$ cat config.mk
export PLATFORM = sky130hd
export DESIGN_NAME = bmhq_ctrl
export DESIGN_NICKNAME = d
export VERILOG_FILES = /design/src/hdl/bmhq_pkg.sv /design/src/hdl/bmhq_ctrl.sv
export SDC_FILE = /design/constraint.sdc
export NUM_CORES = 1
export LEC_CHECK = 0
export BUFFER_PORTS_ARGS = -buffer_cell sky130_fd_sc_hd__buf_2
export CAP_MARGIN = 5
export CORE_ASPECT_RATIO = 1.1
export CORE_MARGIN = 2
export CORE_UTILIZATION = 38
export DETAILED_ROUTE_END_ITERATION = 8
export PLACE_DENSITY = 0.75
export SLEW_MARGIN = 20
export SYNTH_ARGS = -nofsm -noshare
export SYNTH_HDL_FRONTEND = slang
export SYNTH_SLANG_ARGS = --single-unit
$ cat constraint.sdc
create_clock -name clock -period 1.5 [get_ports clock]
set_clock_uncertainty 0.2 [all_clocks]
set_input_delay 0.075 -clock clock [delete_from_list [all_inputs] [get_ports clock]]
set_output_delay 0.075 -clock clock [all_outputs]
set_load 0.01 [all_outputs]
$ cat src/hdl/bmhq_pkg.sv
// ----------------------------------------------------------------------------
// bmhq_pkg
// Types, codes and constants shared by the heap queue controller, datapath,
// top level and checker.
// ----------------------------------------------------------------------------
`default_nettype none

package bmhq_pkg;

   // fixed port widths
   localparam int VALUE_W  = 32;
   localparam int STATUS_W = 2;
   localparam int TOTAL_W  = 11;

   // parameter defaults
   localparam int DEF_CAPACITY  = 1024;
   localparam int DEF_KEY_WIDTH = 32;

   typedef enum logic {
      OP_INSERT = 1'b0,
      OP_POP    = 1'b1
   } opcode_type;

   typedef enum logic [STATUS_W-1:0] {
      ST_DONE  = 2'd0,
      ST_EMPTY = 2'd1,
      ST_FULL  = 2'd2
   } status_type;

   // read address select
   typedef enum logic [2:0] {
      RA_ROOT,
      RA_LAST,
      RA_PARENT,
      RA_GRAND,
      RA_LEFT,
      RA_RIGHT,
      RA_BEST_LEFT
   } rd_addr_type;

   // write data select, always written at the hole
   typedef enum logic [1:0] {
      WD_KEY,
      WD_RD,
      WD_BEST
   } wr_data_type;

   typedef enum logic [2:0] {
      HO_KEEP,
      HO_COUNT,
      HO_ROOT,
      HO_PARENT,
      HO_LEFT,
      HO_BEST
   } hole_op_type;

   typedef enum logic [1:0] {
      CO_KEEP,
      CO_INC,
      CO_DEC
   } cnt_op_type;

   typedef enum logic [3:0] {
      S_IDLE,
      S_DISPATCH,
      S_UP_READ,
      S_UP_CMP,
      S_POP_ROOT,
      S_POP_LAST,
      S_DN_LEFT,
      S_DN_RIGHT,
      S_PLACE,
      S_RESPOND
   } state_type;

   // controller to datapath commands
   typedef struct packed {
      logic        load_req;
      logic        rd_en;
      rd_addr_type rd_addr;
      logic        wr_en;
      wr_data_type wr_data;
      hole_op_type hole_op;
      cnt_op_type  cnt_op;
      logic        load_key_rd;
      logic        load_popped;
      logic        load_left;
      logic        clr_popped;
      logic        set_status;
      status_type  status_code;
      logic        respond;
   } ctrl_cmd_type;

   // datapath to controller status
   typedef struct packed {
      logic op_pop;
      logic count_full;
      logic count_zero;
      logic parent_zero;
      logic key_gt_rd;
      logic rd_gt_key;
      logic left_in;
      logic right_in;
      logic best_gt_key;
      logic best_left_in;
      logic out_busy;
   } dp_stat_type;

endpackage

`default_nettype wire

$ cat src/hdl/bmhq_ctrl.sv
// ----------------------------------------------------------------------------
// bmhq_ctrl
// Sequencer for insert sift-up and pop sift-down; drives the datapath by
// commands and steers on its status flags.
// ----------------------------------------------------------------------------
`default_nettype none

module bmhq_ctrl (
   input  wire logic                    clock,
   input  wire logic                    reset,
   input  wire logic                    req_valid,
   output logic                         req_stall,
   input  wire bmhq_pkg::dp_stat_type   stat,
   output bmhq_pkg::ctrl_cmd_type       cmd
);
   import bmhq_pkg::*;

   state_type state_ff;
   state_type state_in;

   // state register
   always_ff @(posedge clock) begin
      if (reset) begin
         state_ff <= S_IDLE;
      end else begin
         state_ff <= state_in;
      end
   end

   // next state and commands
   always_comb begin
      cmd       = '0;
      state_in  = state_ff;
      req_stall = (state_ff != S_IDLE);
      unique case (state_ff)
         S_IDLE: begin
            if (req_valid) begin
               cmd.load_req = 1'b1;
               state_in     = S_DISPATCH;
            end
         end
         S_DISPATCH: begin
            cmd.set_status  = 1'b1;
            cmd.clr_popped  = 1'b1;
            cmd.status_code = ST_DONE;
            if (!stat.op_pop) begin
               if (stat.count_full) begin
                  cmd.status_code = ST_FULL;
                  state_in        = S_RESPOND;
               end else begin
                  cmd.hole_op = HO_COUNT;
                  cmd.cnt_op  = CO_INC;
                  state_in    = stat.count_zero ? S_PLACE : S_UP_READ;
               end
            end else begin
               if (stat.count_zero) begin
                  cmd.status_code = ST_EMPTY;
                  state_in        = S_RESPOND;
               end else begin
                  cmd.hole_op = HO_ROOT;
                  cmd.cnt_op  = CO_DEC;
                  cmd.rd_en   = 1'b1;
                  cmd.rd_addr = RA_ROOT;
                  state_in    = S_POP_ROOT;
               end
            end
         end
         S_UP_READ: begin
            cmd.rd_en   = 1'b1;
            cmd.rd_addr = RA_PARENT;
            state_in    = S_UP_CMP;
         end
         S_UP_CMP: begin
            // parent moves down into the hole while the key is larger
            if (stat.key_gt_rd) begin
               cmd.wr_en   = 1'b1;
               cmd.wr_data = WD_RD;
               cmd.hole_op = HO_PARENT;
               if (stat.parent_zero) begin
                  state_in = S_PLACE;
               end else begin
                  cmd.rd_en   = 1'b1;
                  cmd.rd_addr = RA_GRAND;
                  state_in    = S_UP_CMP;
               end
            end else begin
               state_in = S_PLACE;
            end
         end
         S_POP_ROOT: begin
            cmd.load_popped = 1'b1;
            cmd.rd_en       = 1'b1;
            cmd.rd_addr     = RA_LAST;
            state_in        = S_POP_LAST;
         end
         S_POP_LAST: begin
            cmd.load_key_rd = 1'b1;
            if (stat.left_in) begin
               cmd.rd_en   = 1'b1;
               cmd.rd_addr = RA_LEFT;
               state_in    = S_DN_LEFT;
            end else begin
               state_in = S_PLACE;
            end
         end
         S_DN_LEFT: begin
            cmd.load_left = 1'b1;
            if (stat.right_in) begin
               cmd.rd_en   = 1'b1;
               cmd.rd_addr = RA_RIGHT;
               state_in    = S_DN_RIGHT;
            end else begin
               // lone left child is the last entry
               if (stat.rd_gt_key) begin
                  cmd.wr_en   = 1'b1;
                  cmd.wr_data = WD_RD;
                  cmd.hole_op = HO_LEFT;
               end
               state_in = S_PLACE;
            end
         end
         S_DN_RIGHT: begin
            if (stat.best_gt_key) begin
               cmd.wr_en   = 1'b1;
               cmd.wr_data = WD_BEST;
               cmd.hole_op = HO_BEST;
               if (stat.best_left_in) begin
                  cmd.rd_en   = 1'b1;
                  cmd.rd_addr = RA_BEST_LEFT;
                  state_in    = S_DN_LEFT;
               end else begin
                  state_in = S_PLACE;
               end
            end else begin
               state_in = S_PLACE;
            end
         end
         S_PLACE: begin
            cmd.wr_en   = 1'b1;
            cmd.wr_data = WD_KEY;
            state_in    = S_RESPOND;
         end
         S_RESPOND: begin
            if (!stat.out_busy) begin
               cmd.respond = 1'b1;
               state_in    = S_IDLE;
            end
         end
         default: begin
            state_in = S_IDLE;
         end
      endcase
   end

endmodule

`default_nettype wire

==> flow_metrics.py <==
metrics = {
    "pwr": {
        "peakVddDrop_mv": 0.547,
        "p_leak_uw": 0.000650,
        "powerDensity_nw_per_um2": 652,
    },
    "logic_synthesis": {
        "ys_ff_latch": 4,
        "avgSynthCellArea_sq_um": 6.83,
        "ys_types": 34,
        "ys.flop_type": "dfxtp_1",
        "synthCells": 89,
        "yosysWarningCount": 0,
        "syn_nets": 103,
        "synth_area_leaders": "dfxtp_1 (13%), nand2b_1 (10%), nand2_1 (6.2%)",
        "synth_enable_flop_cells": 0,
        "synth_top_area_share_pct": 13.2,
        "syn_area_sq_um": 608,
        "ys_seq_area_share_pct": 13.2,
        "synth.largest_area_cell": "dfxtp_1",
        "ys_async_sr_fraction_pct": 0,
    },
    "setup_path": {
        "end_kind": "primary output",
        "cp_data_arrival_time_ns": 1.59,
        "crit_type": "flop to primary output",
        "cp.required_ns": 1.22,
        "critical_path.max_fanout": 4,
        "cp-start-kind": "flop",
    },
    "clock_network": {
        "clkLatencyLatePin_ns": 0.24,
        "cts_root_buf": "clkbuf_4",
        "cts_tree": "done",
        "cts_max_level": 1,
        "clk_path_buf_depth": 2,
        "clkSlewWorstSetupHoldPaths_ns": 0.04,
        "cts-buffers-inserted": 3,
        "clkSinkCount": 4,
    },
    "sta": {
        "setup_viol": 26,
        "setup_slack_ns": -0.361,
        "hold_viol": 0,
        "tightestPinTransition_ns": 0.444,
        "slew_headroom_pct": 70.0,
        "period_needed_ns": 1.86,
        "fmax_ghz": 0.537,
        "timing.final.crit_share_pct": 124,
        "timing.hold.ws_ns": 0.0277,
        "final_max_slew_viol_count": 0,
        "rsz0062_at_grt": "true",
    },
    "layout": {
        "top_register": "state_ff",
        "final_util_pct": 87.3,
        "layout_common_cells": "buf_2 (31), buf_6 (22), buf_4 (21)",
        "drive_gt1_share_pct": 73.4,
        "antenna_cells": 0,
        "syn_to_final_growth_pct": 121,
        "largest_reg_flops": 4,
        "reg_top3": "state_ff: 4 flops",
        "finalNetCount": 174,
        "design_area_sq_um": 1340,
        "final_common_cell": "buf_2",
        "final_cells": 175,
    },
    "die": {
        "coreArea_sq_um": 1540,
        "die_y_um": 46.0,
        "pin_count": 36,
        "die_area_sq_um": 1940,
        "start_util_pct": 39.5,
        "fp-row-count": 15,
        "die_w_um": 42.1,
    },
    "placed_design": {
        "place_inst": 152,
        "dpl_cell_area_sq_um": 913,
        "numPortBuffers": 35,
        "place_ws_ns": -0.202,
        "place.gp.congestion": 0.865,
        "dp_hpwl_um": 1570,
    },
    "detailed_routing": {
        "drt_iter0_markers": 33,
        "wirelength_um": 3150,
        "routedWlPerCell_um": 18.0,
        "drtPass1Iterations": 4,
        "routed-via-count": 1036,
        "avgViaCountPerCell": 5.92,
        "drc": 0,
        "antenna_left": 0,
    },
    "grt": {
        "grt_pass1_wl_um": 3820,
        "overflow": 0,
        "grtUsageTotal_pct": 26.8,
        "antenna_found_initial": 0,
        "grt_max_degree": 14,
        "grt_pass1_vias": 896,
    },
    "run": {
        "maxCapViolations": 0,
    },
    "hold_path": {
        "hold_path_class": "input pin to flop",
    },
    "status": {
        "failed_checks": "setup timing",
        "status": "finished with violations",
    },
}
[final timing paths]
path                                    end  cells past startpoint  slack [ns]         from
worst max register to register  state_ff[0]                      6       -0.23  state_ff[1]
worst max-delay path                cmd[10]                      4       -0.36  state_ff[2]
worst min register to register  state_ff[0]                      4        0.60  state_ff[3]
worst min-delay path            state_ff[1]                      4        0.03      stat[8]
[report_power, final]
group          switching (uW)  internal (uW)  leakage, uW
clock                    54.0           90.2    0.0000138
combinational             286            312     0.000601
sequential               12.5            121    0.0000344
[kinds of logic after synthesis]
group | count (synthesis) | share of synthesized area (%)
simple gates | 53 | 51.2
buf+inv | 12 | 10.7
flops | 4 | 13.2
compound gates | 19 | 23.0
mux | 1 | 1.85
[timing repair]
action,CTS,global route
buffers inserted,10,10
endpoints found under the hold margin,4,0
hold buffers,1,0
gates cloned,1,0
pin swaps,8,13
resized for setup,31,33
endpoints found under the setup margin,26,26
[synthesized netlist by cell type (all sizes together), types with 3 or more instances]
cell type / number
nand2: 10
and3: 3
nand2b: 10
inv: 3
clkbuf: 5
o21ai: 4
nor3: 6
nand3: 3
a21oi: 8
nor2: 8
buf: 4
dfxtp: 4
[cell type report]
| cell class | instances | area, sq um |
|---|---|---|
| fill | 85 | 195 |
| clock buffer | 3 | 22.5 |
| sequential | 4 | 85.1 |
| inverter | 3 | 11.3 |
| multi-input combinational | 73 | 633 |
| tap | 17 | 21.3 |
| timing repair buffer | 75 | 571 |
[critical path, stage by stage, from the launching register on]
cell and delay [ns]:
dfxtp_2 0.32, or4b_4 0.59, nor3_4 0.18, nand2b_4 0.16
buf_6 0.09
[stage by stage]
stage,setup TNS [ns],power (uW)
finish,-6.12,876
global route,-6.98,905
CTS,-4.57,742
detailed placement,-1.08,506
global placement,-0.859,497
floorplan,-0.821,359
[routing by layer]
metal,global-route usage (%),up-vias,wire length [um]
met5,0,-,0
met4,11.3,0,129
met3,6.75,21,217
met2,54.1,64,1750
met1,26.2,492,1050
li1,-,459,-
(Power assumes the default switching activity.)
